[config.mk]
export PLATFORM = sky130hd
export DESIGN_NAME = encoder_sample_validate_and_smooth_flat
export DESIGN_NICKNAME = d
export VERILOG_FILES = /design/src/rtl/core/esvs_pkg.sv /design/src/rtl/core/esvs_if.sv /design/src/rtl/core/esvs_chan.sv /design/src/rtl/core/encoder_sample_validate_and_smooth.sv /design/src/flat_wrapper.sv
export SDC_FILE = /design/constraint.sdc
export NUM_CORES = 1
export LEC_CHECK = 0
export BUFFER_PORTS_ARGS = -buffer_cell sky130_fd_sc_hd__buf_2
export CELL_PAD_IN_SITES_DETAIL_PLACEMENT = 1
export CELL_PAD_IN_SITES_GLOBAL_PLACEMENT = 1
export CORE_MARGIN = 4
export CORE_UTILIZATION = 40
export DETAILED_ROUTE_END_ITERATION = 10
export PLACE_DENSITY_LB_ADDON = 0.1
export SYNTH_ARGS = -nofsm -noshare
export SYNTH_HDL_FRONTEND = slang
export SYNTH_SLANG_ARGS = --single-unit
[constraint.sdc]
create_clock -name clk -period 5.42 [get_ports clk]
set_input_delay 0.542 -clock clk [delete_from_list [all_inputs] [get_ports clk]]
set_output_delay 0.542 -clock clk [all_outputs]
set_load 0.1 [all_outputs]
[src/rtl/core/esvs_pkg.sv]
package esvs_pkg;

    // Field widths of the raw encoder word and of the results.
    localparam int RAW_W = 16;
    localparam int POS_W = 14;
    localparam int ERR_W = 16;
    localparam int STATUS_W = 2;

    // Status code that marks a good word, and the highest position a good word may carry.
    localparam logic [STATUS_W-1:0] STATUS_VALID = 2'b01;
    localparam logic [POS_W-1:0]    POS_LIMIT    = 14'd16350;
    localparam logic [POS_W-1:0]    POS_MAX      = {POS_W{1'b1}};
    localparam logic [ERR_W-1:0]    ERR_MAX      = {ERR_W{1'b1}};

    // Defaults for the smoothing ring.
    localparam int SMOOTH_DEPTH_DEFAULT = 8;
    localparam int AVG_SHIFT_DEFAULT    = 3;

    // What one channel reports for the item just taken.
    typedef struct packed {
        logic [POS_W-1:0] position;
        logic [POS_W-1:0] average;
        logic [ERR_W-1:0] errors;
        logic             bad;
    } chan_result_t;

endpackage

[src/rtl/core/esvs_if.sv]
// Input channel: one raw word for each encoder channel.
interface esvs_in_if;
    logic                       valid;
    logic                       ready;
    logic [esvs_pkg::RAW_W-1:0] raw_word_a;
    logic [esvs_pkg::RAW_W-1:0] raw_word_b;

    modport source (output valid, output raw_word_a, output raw_word_b, input ready);
    modport sink   (input valid, input raw_word_a, input raw_word_b, output ready);
endinterface

// Output channel: positions, averages, error counts and bad flags.
interface esvs_out_if;
    logic                       valid;
    logic                       ready;
    logic [esvs_pkg::POS_W-1:0] position_a;
    logic [esvs_pkg::POS_W-1:0] position_b;
    logic [esvs_pkg::POS_W-1:0] average_a;
    logic [esvs_pkg::POS_W-1:0] average_b;
    logic [esvs_pkg::ERR_W-1:0] errors_a;
    logic [esvs_pkg::ERR_W-1:0] errors_b;
    logic                       bad_a;
    logic                       bad_b;

    modport source (
        output valid, input ready,
        output position_a, output position_b, output average_a, output average_b,
        output errors_a, output errors_b, output bad_a, output bad_b
    );
    modport sink (
        input valid, output ready,
        input position_a, input position_b, input average_a, input average_b,
        input errors_a, input errors_b, input bad_a, input bad_b
    );
endinterface

[src/rtl/core/esvs_chan.sv]
module esvs_chan #(
    parameter int SMOOTH_DEPTH = esvs_pkg::SMOOTH_DEPTH_DEFAULT,
    parameter int AVG_SHIFT    = esvs_pkg::AVG_SHIFT_DEFAULT
) (
    input  logic                       clk,
    input  logic                       rst_n,
    input  logic                       step,
    input  logic                       filter_off,
    input  logic [esvs_pkg::RAW_W-1:0] raw_word,
    output esvs_pkg::chan_result_t     result
);
    import esvs_pkg::*;

    localparam int SUM_W = POS_W + $clog2(SMOOTH_DEPTH);

    logic [POS_W-1:0] pos_reg;
    logic [POS_W-1:0] pos_next;
    logic [ERR_W-1:0] err_reg;
    logic [ERR_W-1:0] err_next;
    logic [SUM_W-1:0] sum_reg;
    logic [SUM_W-1:0] sum_next;
    logic [POS_W-1:0] taps_reg [SMOOTH_DEPTH];

    logic [POS_W-1:0] word_pos;
    logic             word_ok;
    logic [SUM_W-1:0] avg_wide;

    // Validity test on the raw word.
    assign word_pos = raw_word[RAW_W-1:STATUS_W];
    assign word_ok  = (raw_word[STATUS_W-1:0] == STATUS_VALID) && (word_pos <= POS_LIMIT);

    // Held position and saturating error count.
    always_comb
    begin
        pos_next = pos_reg;
        err_next = err_reg;
        if (word_ok || filter_off)
        begin
            pos_next = word_pos;
        end
        else if (err_reg != ERR_MAX)
        begin
            err_next = err_reg + ERR_W'(1);
        end
    end

    // Running sum: the oldest entry of the ring leaves, the new position enters.
    assign sum_next = sum_reg - SUM_W'(taps_reg[SMOOTH_DEPTH-1]) + SUM_W'(pos_next);
    assign avg_wide = sum_next >> AVG_SHIFT;

    // Results of this item, with the average saturated to the position range.
    always_comb
    begin
        result.position = pos_next;
        result.errors   = err_next;
        result.bad      = ~word_ok;
        if (avg_wide > SUM_W'(POS_MAX))
        begin
            result.average = POS_MAX;
        end
        else
        begin
            result.average = avg_wide[POS_W-1:0];
        end
    end

    // Channel state and the ring, kept as a shift line so the oldest entry sits at the end.
    always_ff @(posedge clk or negedge rst_n)
    begin
        if (!rst_n)
        begin
            pos_reg <= '0;
            err_reg <= '0;
            sum_reg <= '0;
            for (int i = 0; i < SMOOTH_DEPTH; i++)
            begin
                taps_reg[i] <= '0;
            end
        end
        else if (step)
        begin
            pos_reg     <= pos_next;
            err_reg     <= err_next;
            sum_reg     <= sum_next;
            taps_reg[0] <= pos_next;
            for (int i = 1; i < SMOOTH_DEPTH; i++)
            begin
                taps_reg[i] <= taps_reg[i-1];
            end
        end
    end

endmodule

[src/rtl/core/encoder_sample_validate_and_smooth.sv]
// Channel      Direction  Handshake     Contents
// sample_in    in         valid/ready   raw_word_a, raw_word_b
// result_out   out        valid/ready   position, average, errors, bad (A and B)
// cfg          in         cfg_we        cfg_wdata = filter_off
//
// One item per cycle while the result side is not stalled: validation, ring update
// and averaging are combinational from the input ports into the result register.
// Reset clears positions, error counts, running sums, the rings and filter_off.
// An item is taken while the result register is empty or being emptied, so a
// stalled result holds its value and blocks input only for as long as it stalls.
module encoder_sample_validate_and_smooth #(
    parameter int SMOOTH_DEPTH = esvs_pkg::SMOOTH_DEPTH_DEFAULT,
    parameter int AVG_SHIFT    = esvs_pkg::AVG_SHIFT_DEFAULT
) (
    input  logic       clk,
    input  logic       rst_n,
    input  logic       cfg_we,
    input  logic       cfg_wdata,
    esvs_in_if.sink    sample_in,
    esvs_out_if.source result_out
);
    import esvs_pkg::*;

    logic         filter_off_reg;
    logic         out_valid_reg;
    logic         take;
    chan_result_t res_a;
    chan_result_t res_b;
    chan_result_t res_a_reg;
    chan_result_t res_b_reg;

    // Accept an item whenever the result register can be loaded.
    assign sample_in.ready = ~out_valid_reg | result_out.ready;
    assign take            = sample_in.valid & sample_in.ready;

    // Configuration register.
    always_ff @(posedge clk or negedge rst_n)
    begin
        if (!rst_n)
        begin
            filter_off_reg <= 1'b0;
        end
        else if (cfg_we)
        begin
            filter_off_reg <= cfg_wdata;
        end
    end

    // The two encoder channels.
    esvs_chan #(
        .SMOOTH_DEPTH (SMOOTH_DEPTH),
        .AVG_SHIFT    (AVG_SHIFT)
    ) u_chan_a (
        .clk        (clk),
        .rst_n      (rst_n),
        .step       (take),
        .filter_off (filter_off_reg),
        .raw_word   (sample_in.raw_word_a),
        .result     (res_a)
    );

    esvs_chan #(
        .SMOOTH_DEPTH (SMOOTH_DEPTH),
        .AVG_SHIFT    (AVG_SHIFT)
    ) u_chan_b (
        .clk        (clk),
        .rst_n      (rst_n),
        .step       (take),
        .filter_off (filter_off_reg),
        .raw_word   (sample_in.raw_word_b),
        .result     (res_b)
    );

    // Result register valid flag.
    always_ff @(posedge clk or negedge rst_n)
    begin
        if (!rst_n)
        begin
            out_valid_reg <= 1'b0;
        end
        else if (take)
        begin
            out_valid_reg <= 1'b1;
        end
        else if (result_out.ready)
        begin
            out_valid_reg <= 1'b0;
        end
    end

    // Result payload.
    always_ff @(posedge clk)
    begin
        if (take)
        begin
            res_a_reg <= res_a;
            res_b_reg <= res_b;
        end
    end

    // Drive the result channel.
    assign result_out.valid      = out_valid_reg;
    assign result_out.position_a = res_a_reg.position;
    assign result_out.position_b = res_b_reg.position;
    assign result_out.average_a  = res_a_reg.average;
    assign result_out.average_b  = res_b_reg.average;
    assign result_out.errors_a   = res_a_reg.errors;
    assign result_out.errors_b   = res_b_reg.errors;
    assign result_out.bad_a      = res_a_reg.bad;
    assign result_out.bad_b      = res_b_reg.bad;

endmodule
[src/flat_wrapper.sv]
// flat-port wrapper written by rule: the top's interface ports become plain ports
module encoder_sample_validate_and_smooth_flat import esvs_pkg::*;
#(
    parameter int SMOOTH_DEPTH = esvs_pkg::SMOOTH_DEPTH_DEFAULT,
    parameter int AVG_SHIFT    = esvs_pkg::AVG_SHIFT_DEFAULT
)
  (clk, rst_n, cfg_we, cfg_wdata, sample_in_valid, sample_in_raw_word_a, sample_in_raw_word_b, sample_in_ready, result_out_valid, result_out_ready, result_out_position_a, result_out_position_b, result_out_average_a, result_out_average_b, result_out_errors_a, result_out_errors_b, result_out_bad_a, result_out_bad_b);
  esvs_in_if sample_in_i ();
  esvs_out_if result_out_i ();
  input  logic clk;
  input  logic rst_n;
  input  logic cfg_we;
  input  logic cfg_wdata;
  input wire logic [$bits(sample_in_i.valid)-1:0] sample_in_valid;
  input wire logic [$bits(sample_in_i.raw_word_a)-1:0] sample_in_raw_word_a;
  input wire logic [$bits(sample_in_i.raw_word_b)-1:0] sample_in_raw_word_b;
  output wire logic [$bits(sample_in_i.ready)-1:0] sample_in_ready;
  output wire logic [$bits(result_out_i.valid)-1:0] result_out_valid;
  input wire logic [$bits(result_out_i.ready)-1:0] result_out_ready;
  output wire logic [$bits(result_out_i.position_a)-1:0] result_out_position_a;
  output wire logic [$bits(result_out_i.position_b)-1:0] result_out_position_b;
  output wire logic [$bits(result_out_i.average_a)-1:0] result_out_average_a;
  output wire logic [$bits(result_out_i.average_b)-1:0] result_out_average_b;
  output wire logic [$bits(result_out_i.errors_a)-1:0] result_out_errors_a;
  output wire logic [$bits(result_out_i.errors_b)-1:0] result_out_errors_b;
  output wire logic [$bits(result_out_i.bad_a)-1:0] result_out_bad_a;
  output wire logic [$bits(result_out_i.bad_b)-1:0] result_out_bad_b;
  assign sample_in_i.valid = sample_in_valid;
  assign sample_in_i.raw_word_a = sample_in_raw_word_a;
  assign sample_in_i.raw_word_b = sample_in_raw_word_b;
  assign sample_in_ready = sample_in_i.ready;
  assign result_out_valid = result_out_i.valid;
  assign result_out_i.ready = result_out_ready;
  assign result_out_position_a = result_out_i.position_a;
  assign result_out_position_b = result_out_i.position_b;
  assign result_out_average_a = result_out_i.average_a;
  assign result_out_average_b = result_out_i.average_b;
  assign result_out_errors_a = result_out_i.errors_a;
  assign result_out_errors_b = result_out_i.errors_b;
  assign result_out_bad_a = result_out_i.bad_a;
  assign result_out_bad_b = result_out_i.bad_b;
  encoder_sample_validate_and_smooth #(.SMOOTH_DEPTH(SMOOTH_DEPTH), .AVG_SHIFT(AVG_SHIFT)) u_core (.clk(clk), .rst_n(rst_n), .cfg_we(cfg_we), .cfg_wdata(cfg_wdata), .sample_in(sample_in_i), .result_out(result_out_i));
endmodule
-- After elaboration in Yosys (flattened, before gate mapping)
Cells that the tools add are included.
- register bits: 382
- bits of input ports: 38
- output and inout bits: 92
- logic and storage cells: 62
- add/subtract/negate cells: 6
- order comparisons: 4
- eq/ne operators: 4
- multiplexer cells: 8
- bitwise logic cells: 5
- reductions and logical operators: 5
- operators by type and width (cell ; count):
    16-bit two-way mux ; 4
    17-bit by 14-bit adder with 17-bit output ; 2
    17-bit by 14-bit subtractor with 17-bit output ; 2
    16-bit by 1-bit adder with 16-bit output (second input constant) ; 2
    16-bit != test (second input constant) ; 2
    14-bit greater-than comparator (second input constant) ; 2
    14-bit less-or-equal comparator (second input constant) ; 2
    14-bit two-way mux ; 2
    2-bit by 1-bit == test with 1-bit output (second input constant) ; 2
    1-bit NOT ; 3
    1-bit logical AND ; 2
    1-bit logical OR ; 2
    1-bit two-way mux ; 2
    2-bit nonzero test ; 1
    1-bit bitwise AND ; 1
    1-bit OR ; 1

-- Longest topological paths before layout
Gate-level depths: netlist of run 1.
- depth after elaboration: 6
- depth in mapped cells: 17
- depth with buffers taken out: 15

-- Cells and area by module
From an unflattened synthesis of run 1, not the netlist that was laid out.
- cells, all modules: 1313
- area, all modules: 17150.2 µm²
- modules (own cells, without submodules) (module ; instances ; cells each ; area each (µm²) ; sequential area each (µm²)):
    esvs_chan (u_core.u_chan_a) ; 1 ; 610 ; 7184.4 ; 3628.5
    esvs_chan (u_core.u_chan_b) ; 1 ; 607 ; 7171.9 ; 3628.5
    encoder_sample_validate_and_smooth ; 1 ; 96 ; 2793.9 ; 2752.6

-- Worst setup path after synthesis of run 1
No wires, ideal clock.
- path type: register to register
- start: register u_core.out_valid_reg (netlist: u_core.result_out.valid)
- end: register u_core.res_a_reg (netlist bit u_core.result_out.average_a[0]) (enable)
- setup time: 0.489 ns
- arrival: 5.005 ns
- required time: 4.931 ns
- path slack: -0.074 ns
- stages on the path, launching flop included: 6
- path buffers: 2
- clock period less this slack: 5.494 ns
- path through: dfrtp_1 -> nand2b_1 -> nand2_1 -> inv_2 -> clkbuf_1 -> clkbuf_1
- cells in the longest elaborated chain, start to end: 3
- RTL lines (item ; line ; RTL):
    start: declaration ; encoder_sample_validate_and_smooth.sv:25 ; logic out_valid_reg;
    start signal: assignment ; encoder_sample_validate_and_smooth.sv:79 ; out_valid_reg <= 1'b0;
    start signal: assignment ; encoder_sample_validate_and_smooth.sv:83 ; out_valid_reg <= 1'b1;
    start signal: assignment ; encoder_sample_validate_and_smooth.sv:87 ; out_valid_reg <= 1'b0;
    1-bit NOT ; encoder_sample_validate_and_smooth.sv:33 ; assign sample_in.ready = ~out_valid_reg | result_out.ready;
    1-bit OR ; encoder_sample_validate_and_smooth.sv:33 ;
    via sample_in_ready ; flat_wrapper.sv:17 ; output wire logic [$bits(sample_in_i.ready)-1:0] sample_in_ready;
    1-bit bitwise AND ; encoder_sample_validate_and_smooth.sv:34 ; assign take = sample_in.valid & sample_in.ready;
    via u_core.take ; encoder_sample_validate_and_smooth.sv:26 ; logic take;
    end signal: assignment ; encoder_sample_validate_and_smooth.sv:96 ; res_a_reg <= res_a;
    end: declaration ; encoder_sample_validate_and_smooth.sv:29 ; chan_result_t res_a_reg;
The timed path passes the listed nets, and every way through them passes these cells.
A chain may end at the register's enable or synchronous reset.

==> key figures, run 1 <==
Run status
  • Outcome: complete, but fails checks
  • Failing checks: negative hold slack

Yosys
  • Syn_nets: around 1,800
  • Netlist cell types: 67
  • Syn Inst Count: ~1,700
  • Netlist Area Pre-Place: approximately 0.017 mm^2
  • Post-synth EDFFs: 90
  • Synth top area cells: dfrtp_1, edfxtp_1, nand2_1
  • Synth warnings: 0
  • Seq cells post-synth: 382
  • Sequential share of the synthesized area: 0.579
  • Mapped Avg Cell Area: ~10 um^2
  • Post-synth ARST share: 0.764
  • Share of the synthesized area in the top cell type: 0.423
  • Post-synth top area cell: dfrtp_1
  • Top FF cell, synth: dfrtp_1

Setup path
  • Worst setup SP type: flip-flop
  • Arrival time worst endpoint: roughly 4.6 ns
  • CP max stage cell: dfrtp_1
  • Crit-path cells: inv_1 -> and2_1 -> nand2_1 -> nand2_1 -> fa_1 -> fa_1 -> a21o_1 -> a31oi_1 -> nor4_1 -> or4_4 -> a21oi_1 -> a31oi_1
  • R2R setup slack: 1.13 ns
  • Crit path kind: reg2reg
  • Family with the most delay on the worst path: simple AND/OR/NAND/NOR gates
  • CP required: approximately 5.7 ns
  • Worst setup EP type: flip-flop
  • CP max FO: 12
  • CP bufs+invs: 1
  • Worst stage delay on the critical path: ~0.55 ns

Timing
  • Worst slew pin tran: a little over 0.9 ns
  • Final Skew: roughly 0.013 ns
  • Slew headroom: 0.387
  • Setup-failing EPs final: 0
  • RSZ-0062 raised after global routing: no
  • Fmax: 233 MHz
  • Final period util: 0.791
  • Min Hold Slack: -0.00969 ns
  • TNS Setup: 0 ns
  • Count of pins over their slew limit: 0
  • Final Hold Viols: 5
  • Final Critical Period: 4.29 ns

Global route
  • Global route overflow: 0
  • Grt met1 use: 0.267
  • Antenna violations before repair: 1
  • GR Util met3: 0.0399
  • GR Util met2: 0.295
  • Largest net degree at the start of global routing: between 100 and 150
  • First-pass GRT wire length: between 70,000 and 80,000 um
  • Number of global-route vias before repair: approximately 13,000
  • Global route hottest layer: met2
  • Total GRT Usage: 0.187

Floorplan
  • Die H: around 220 um
  • Die Wd: 216 um
  • Core area: 0.0423 mm^2
  • Initial core utilization: 0.408
  • Die area: 0.0466 mm^2
  • I/O pin total: 130
  • # rows: between 70 and 80

Place
  • IO Port Bufs: approximately 130
  • Final Wtd Congestion: around 0.8
  • DP HPWL: ~29,000 um

Detailed routing
  • Detail-routed via count per cell: between 4 and 5
  • DRC: 0
  • Number of nets with antenna violations after detailed routing: 0
  • Drt first-iter violations: 798
  • Average wire per standard cell: 18.0 um
  • Drt first pass iters: 5
  • Final wirelength: approximately 43,000 um
  • Vias: approximately 12,000

Clock tree
  • Clk sinks: approximately 380
  • Clk_lat worst skew: about 0.56 ns
  • CTS tree: done
  • CTS Buf Count: 43
  • Postcts setup bufs: 0
  • Root Buffer: clkbuf_16
  • H-tree depth: 2
  • Clock Path Buffers: 3
  • Hold buffers post-CTS: 0
  • Post-CTS resize count: 0
  • CTS clk-pin slew, worst paths: around 0.060 ns

Finish
  • Layout Nets: around 1,900
  • Layout cells sized above 1: 0.160
  • N_diodes: 0
  • Fill count: 4,672
  • Area Growth Syn to Fin: 15.4%

Job
  • Max cap viols: 0

Pwr
  • PwrDens: roughly 660 mW/mm^2
  • Leakage power: between 9 and 10 nW
  • Tot Pwr: about 13 mW
  • VDD IR max: approximately 0.00034 V

Worst hold path
  • Hold crit path type: in2async
[cells in the final DEF, fill, tap and decap left out, drive strengths merged, types with 7 or more instances in the layout]
cell / count
a21o: 9
a21oi: 37
a31oi: 10
and3: 7
buf: 143
clkbuf: 70
dfrtp: 292
edfxtp: 90
fa: 28
ha: 36
inv: 60
mux2: 69
nand2: 661
nand2b: 8
nand3: 24
nand4: 23
nor2: 48
nor3: 19
o21a: 7
o21ai: 46
xnor2: 39
xor2: 29
[area by class of cell]
type / instances / area [um^2] / share of cell area
Sequential cell: 382 / 10000 / 0.502
Multi-Input combinational cell: 1166 / 6770 / 0.339
Clock buffer: 70 / 1350 / 0.0678
Timing Repair Buffer: 143 / 786 / 0.0394
Tap cell: 577 / 722 / 0.0362
Inverter: 60 / 233 / 0.0117
Clock inverter: 6 / 77.6 / 0.00389
[metal layers]
layer / wire [um] / share of wire / vias up
li1: - / - / 5734
met1: 20600 / 0.48 / 6002
met2: 19900 / 0.46 / 164
met3: 1770 / 0.041 / 53
met4: 847 / 0.020 / 0
met5: 0 / 0 / -
[cells by family after synthesis]
group	synth area share
flops	0.579
fa+ha+maj	0.0585
buf+inv	0.0298
xor+xnor	0.0358
simple gates	0.194
compound gates	0.0570
mux	0.0460
[Yosys cell counts (3+ instances only)]
master	count
nand2_1	659
dfrtp_1	292
edfxtp_1	90
mux2_2	64
inv_1	58
clkbuf_1	56
nor2_1	48
o21ai_0	42
xnor2_1	39
ha_1	36
a21oi_1	35
xor2_1	29
fa_1	28
nand3_1	22
nand4_1	21
nor3_1	18
a31oi_1	10
a21o_1	9
nand2b_1	8
and3_1	7
o21a_1	7
and2_1	6
a211o_1	5
buf_4	5
o211ai_1	5
a211oi_1	4
buf_2	4
nor4_1	4
o21bai_1	4
o31ai_1	4
or3_1	4
clkbuf_2	3
mux2_1	3
nor2b_1	3
o21ai_1	3
[metrics by stage]
step | setup WS [ns] | hold slack (ns) | cells | area (um^2) | utilization
floorplan | 1.19 | 0.246 | 1678 | 17300 | -
global placement | 0.743 | 0.447 | 2328 | 18500 | 0.438
detailed placement | 0.641 | 0.454 | 2328 | 18500 | 0.438
CTS | 1.10 | 0.00861 | 2404 | 19900 | 0.471
global route | 0.814 | 0.0288 | 2404 | 19900 | 0.471
finish | 1.13 | -0.00969 | 2404 | 19900 | 0.471
[path summary, 6_finish.rpt]
kind | cells after the start | from | end
max | 12 | u_core.filter_off_reg | u_core.result_out.average_a[13]
min in group clk | 2 | cfg_we | u_core.filter_off_reg
min | 1 | rst_n | u_core.u_chan_b.err_reg[5]
max in group asynchronous | 2 | rst_n | u_core.u_chan_b.taps_reg[69]
min reg2reg | 2 | u_core.u_chan_a.taps_reg[34] | u_core.u_chan_a.taps_reg[20]
max reg2reg | 12 | u_core.filter_off_reg | u_core.result_out.average_a[13]
[power by group]
group          internal (mW)  switching [mW]  total, mW
Sequential              3.91           0.478       4.39
Clock                   1.79            1.17       2.97
Combinational           1.90            4.00       5.89
Power figures use the tool's default switching activity.
==> inputs of run 2 (changes only) <==
==> constraint.sdc (replaced) <==
create_clock -name clk -period 4 [get_ports clk]
set_input_delay 0.4 -clock clk [delete_from_list [all_inputs] [get_ports clk]]
set_output_delay 0.4 -clock clk [all_outputs]
set_load 0.1 [all_outputs]
==> run 2 against run 1 <==
  * The flow now finishes without violations
  * Clock power grew 27%
  * Cell count grew 3.0%
  * Utilization grew 1.1 points
  * Cell area grew 2.3%
  * Wire length shrank 2.6%
  * Largest power group unchanged
==> key figures, run 2 (same netlist as run 1, synthesis figures left out) <==
Run status
  • Outcome: finished clean

Timing
  • Slew headroom: 0.334
  • Final Skew: 0.0162 ns
  • Fmax: 261 MHz
  • TNS Setup: 0 ns
  • Final Hold Viols: 0
  • Worst slew pin tran: 0.999 ns
  • Final Critical Period: ~3.8 ns
  • Setup-failing EPs final: 0
  • Count of pins over their slew limit: 0
  • RSZ-0062 raised after global routing: no
  • Final period util: 0.959

Floorplan
  • # rows: 75
  • Initial core utilization: 0.408
  • Die H: ~220 um
  • Core area: 0.0423 mm^2
  • Die Wd: 216 um
  • I/O pin total: 130
  • Die area: 0.0466 mm^2

Worst hold path
  • Hold path cells: 2
  • Hold crit path type: in2reg
  • Hold Startpoint: cfg_we

Setup path
  • Cell mode on critical path: fa_1
  • R2R setup slack: 0.16 ns
  • Family with the most delay on the worst path: adder cells
  • CP bufs+invs: 2
  • Crit path kind: reg2reg
  • WP depth: 12
  • R2R cell count: 12
  • CP max stage cell: fa_1
  • FF-to-FF Start: u_core.filter_off_reg
  • Worst stage delay on the critical path: around 0.51 ns
  • Crit-path cells: buf_4 -> nor2_2 -> mux2_2 -> fa_1 -> inv_1 -> fa_1 -> nor2b_1 -> o31ai_4 -> a211oi_2 -> nor4b_4 -> o21ai_0 -> xnor3_1
  • CP required: approximately 4.3 ns
  • Critical Path Start: u_core.filter_off_reg
  • Worst setup SP type: flip-flop
  • Arrival time worst endpoint: approximately 4.1 ns
  • Worst setup EP type: flip-flop
  • CP max FO: 5

Finish
  • Commonest non-fill, non-tap cell in the layout: nand2_1
  • Commonest non-fill, non-tap cells in the layout: nand2_1, dfrtp_1, buf_2
  • Layout cells sized above 1: 0.192
  • Post-layout util: 0.482
  • Layout Nets: ~2,000
  • Multi-input gate area: 0.00678 mm^2
  • Fill count: about 4,700
  • N_diodes: 0
  • Area Growth Syn to Fin: 18.0%
  • Seq. cell area: around 0.010 mm^2

Place
  • Final Wtd Congestion: a little under 0.9
  • DP HPWL: roughly 29,000 um
  • IO Port Bufs: ~130

Pwr
  • Leakage power: roughly 9.8 nW
  • VDD IR max: just under 0.0004 V
  • PwrDens: roughly 900 mW/mm^2

Clock tree
  • H-tree depth: 2
  • Clk_lat worst skew: 0.57 ns
  • CTS tree: done
  • Root Buffer: clkbuf_16
  • CTS clk-pin slew, worst paths: approximately 0.060 ns
  • Clk sinks: about 380
  • Clock Path Buffers: 3
  • CTS Buf Count: 44
  • Postcts setup bufs: 0

Detailed routing
  • Final wirelength: around 42,000 um
  • Drt first-iter violations: between 700 and 800
  • Drt first pass iters: 6
  • Number of nets with antenna violations after detailed routing: 0
  • Detail-routed via count per cell: between 4 and 5
  • Average wire per standard cell: about 17 um
  • DRC: 0
  • Vias: between 10,000 and 15,000

Global route
  • Total GRT Usage: 0.183
  • Global route overflow: 0
  • First-pass GRT wire length: around 70,000 um
  • Largest net degree at the start of global routing: between 200 and 250
  • Antenna violations before repair: 1
  • Number of global-route vias before repair: 12,800

Job
  • Max cap viols: 0
## run 2: what timing repair did
action / 4_1_cts / 5_1_grt
endpoints found under the setup margin: 0 / 1
endpoints found under the hold margin: 85 / 0
hold buffers: 1 / 0
gates resized for setup: 0 / 1
## run 2: cell type report
| cell class | instances | share of cell area |
|---|---|---|
| multi-input combinational | 1166 | 0.332 |
| clock inverter | 16 | 0.00435 |
| tap | 577 | 0.0354 |
| sequential | 382 | 0.491 |
| clock buffer | 65 | 0.0618 |
| timing repair buffer | 209 | 0.0641 |
| inverter | 60 | 0.0114 |
## run 2: layer usage
layer  GRT usage  share of wire
met1       0.260           0.47
met2       0.293           0.47
met3      0.0305          0.037
met4      0.0487          0.020
met5           0        0.00031
## run 2: worst paths after layout
check | endpoint
max in group asynchronous | u_core.u_chan_b.taps_reg[99]
min in group asynchronous | u_core.u_chan_b.err_reg[6]
setup reg to reg | u_core.result_out.average_b[13]
hold / removal | u_core.filter_off_reg
setup / recovery | u_core.result_out.average_b[13]
hold reg to reg | u_core.u_chan_b.taps_reg[22]
## run 2: stage by stage
step                      setup WS (ns)  power (mW)  hold slack [ns]  instance area [um^2]  instances
after floorplan                  0.0139        12.0            0.104                 17300       1678
after global placement           -0.147        14.4            0.445                 19000       2393
after detailed placement         -0.295        14.7            0.441                 19000       2393
after CTS                         0.165        18.6           0.0199                 20400       2475
after global routing             0.0100        19.8           0.0441                 20400       2475
final                             0.164        18.4           0.0544                 20400       2475
## run 2: where the power goes
group | switching (mW) | internal [mW] | total (mW) | leakage [nW]
sequential | 0.640 | 5.30 | 5.94 | 4.60
combinational | 5.45 | 3.24 | 8.69 | 4.57
clock | 1.59 | 2.18 | 3.78 | 0.674
total | 7.68 | 10.7 | 18.4 | 9.84
==> inputs of run 3 (changes only) <==
==> constraint.sdc (replaced) <==
create_clock -name clk -period 4.9 [get_ports clk]
set_input_delay 0.49 -clock clk [delete_from_list [all_inputs] [get_ports clk]]
set_output_delay 0.49 -clock clk [all_outputs]
set_load 0.1 [all_outputs]
==> run 3 against run 2 <==
  * Worst hold slack better by 0.13 ns
  * Via count is 1.4% lower
  * Wire length about the same
  * Critical path depth did not move
==> key figures, run 3 (same netlist as run 1, synthesis figures left out) <==
Clock tree
  • Hold buffers post-CTS: 1
  • Clock Path Buffers: 3
  • CTS tree: done
  • CTS Buf Count: 43
  • H-tree depth: 2
  • Root Buffer: clkbuf_16
  • CTS clk-pin slew, worst paths: about 0.060 ns
  • Clk sinks: 382
  • Postcts setup bufs: 0
  • Clk_lat worst skew: between 0.5 and 0.6 ns
  • Post-CTS resize count: 0

Global route
  • Global route overflow: 0
  • Total GRT Usage: 0.182
  • Antenna violations before repair: 1
  • First-pass GRT wire length: roughly 69,000 um
  • Largest net degree at the start of global routing: 211
  • Number of global-route vias before repair: 12,600

Floorplan
  • Die area: roughly 0.047 mm^2
  • Die Wd: approximately 220 um
  • Core area: roughly 0.042 mm^2
  • Initial core utilization: 0.408
  • I/O pin total: 130
  • Die H: ~220 um
  • # rows: between 70 and 80

Timing
  • TNS Setup: 0 ns
  • Fmax: 246 MHz
  • RSZ-0062 raised after global routing: no
  • Final Skew: 0.0193 ns
  • Worst slew pin tran: ~1.1 ns
  • Final Critical Period: a little over 4 ns
  • Setup-failing EPs final: 0
  • Final Hold Viols: 0
  • Worst Setup Slack, final: about 0.84 ns
  • Slew headroom: 0.262
  • Count of pins over their slew limit: 0
  • Final period util: 0.829

Worst hold path
  • Hold path cells: 2
  • Hold crit path type: in2reg

Pwr
  • Leakage power: approximately 9.5 nW
  • VDD IR max: approximately 0.00029 V
  • PwrDens: 724 mW/mm^2

Place
  • IO Port Bufs: 129
  • Pre-CTS setup slack: about 0.36 ns
  • DP HPWL: ~28,000 um
  • Placed Area: 0.0185 mm^2
  • Final Wtd Congestion: 0.858
  • Inst Count DP: 2,329

Detailed routing
  • Uppermost layer routed: met4
  • Vias: 12,000
  • WL met2: 19,100 um
  • Detail-routed via count per cell: between 4 and 5
  • Wl on met1: between 20,000 and 25,000 um
  • Drt first-iter violations: ~760
  • Average wire per standard cell: around 17 um
  • Final wirelength: about 42,000 um
  • Drt first pass iters: 4
  • Detail Route met3 WL: roughly 1700 um
  • Number of nets with antenna violations after detailed routing: 0
  • DRC: 0

Finish
  • Post-layout util: 0.472
  • Non-filler cells, final: about 2,400
  • Final instance area: approximately 0.020 mm^2
  • Commonest non-fill, non-tap cell in the layout: nand2_1
  • Layout Nets: about 1,900
  • Area Growth Syn to Fin: 15.5%
  • N_diodes: 0
  • Commonest non-fill, non-tap cells in the layout: nand2_1, dfrtp_1, buf_2
  • Layout cells sized above 1: 0.163

Setup path
  • Crit-path cells: inv_1 -> and2_1 -> nand2_1 -> nand2_1 -> fa_1 -> fa_1 -> a21o_1 -> a31oi_1 -> nor4_1 -> or4_4 -> a21oi_1 -> a31oi_1
  • Worst stage delay on the critical path: about 0.52 ns
  • Arrival time worst endpoint: between 4 and 5 ns
  • Worst setup SP type: flip-flop
  • Crit path kind: reg2reg
  • CP required: roughly 5.2 ns
  • Worst setup EP type: flip-flop
  • CP bufs+invs: 1
  • CP max FO: 9
  • R2R cell count: 12
  • WP depth: 12
  • CP max stage cell: or4_4
  • Family with the most delay on the worst path: simple AND/OR/NAND/NOR gates

Run status
  • Outcome: finished clean

Job
  • Max cap viols: 0
[run 3: per-layer routing]
metal,up-vias,global-route usage
met5,-,0
met4,0,0.0550
met3,60,0.0311
met2,161,0.288
met1,5986,0.259
li1,5750,-
[run 3: metrics by stage]
step                      power [mW]  hold slack (ns)
after floorplan                 9.76            0.194
after global placement          11.1            0.446
after detailed placement        11.3            0.452
after CTS                       14.6            0.147
after global routing            15.5            0.175
final                           14.4            0.184
[run 3: path summary, 6_finish.rpt]
path | startpoint | end | slack (ns)
min in group asynchronous | rst_n | u_core.u_chan_b.err_reg[11] | 0.55
worst min-delay path | sample_in_valid | u_core.result_out.valid | 0.18
worst max-delay path | u_core.filter_off_reg | u_core.result_out.average_a[13] | 0.84
worst max register to register | u_core.filter_off_reg | u_core.result_out.average_a[13] | 0.84
worst min register to register | u_core.u_chan_a.taps_reg[67] | u_core.u_chan_a.taps_reg[53] | 0.46
max in group asynchronous | rst_n | u_core.u_chan_b.taps_reg[53] | 3.09
[run 3: layout make-up]
class                      count  area, um^2
clock buffer                  69        1320
tap                          577         722
timing repair buffer         145         816
multi-input combinational   1166        6770
clock inverter                11        96.3
inverter                      60         233
sequential                   382       10000
fill                        4689       22400
[run 3: where the power goes]
group          internal [mW]  switching, mW  total [mW]
Sequential              4.33          0.522        4.85
Clock                   1.90           1.30        3.19
Combinational           2.10           4.31        6.41
Total                   8.32           6.13        14.4
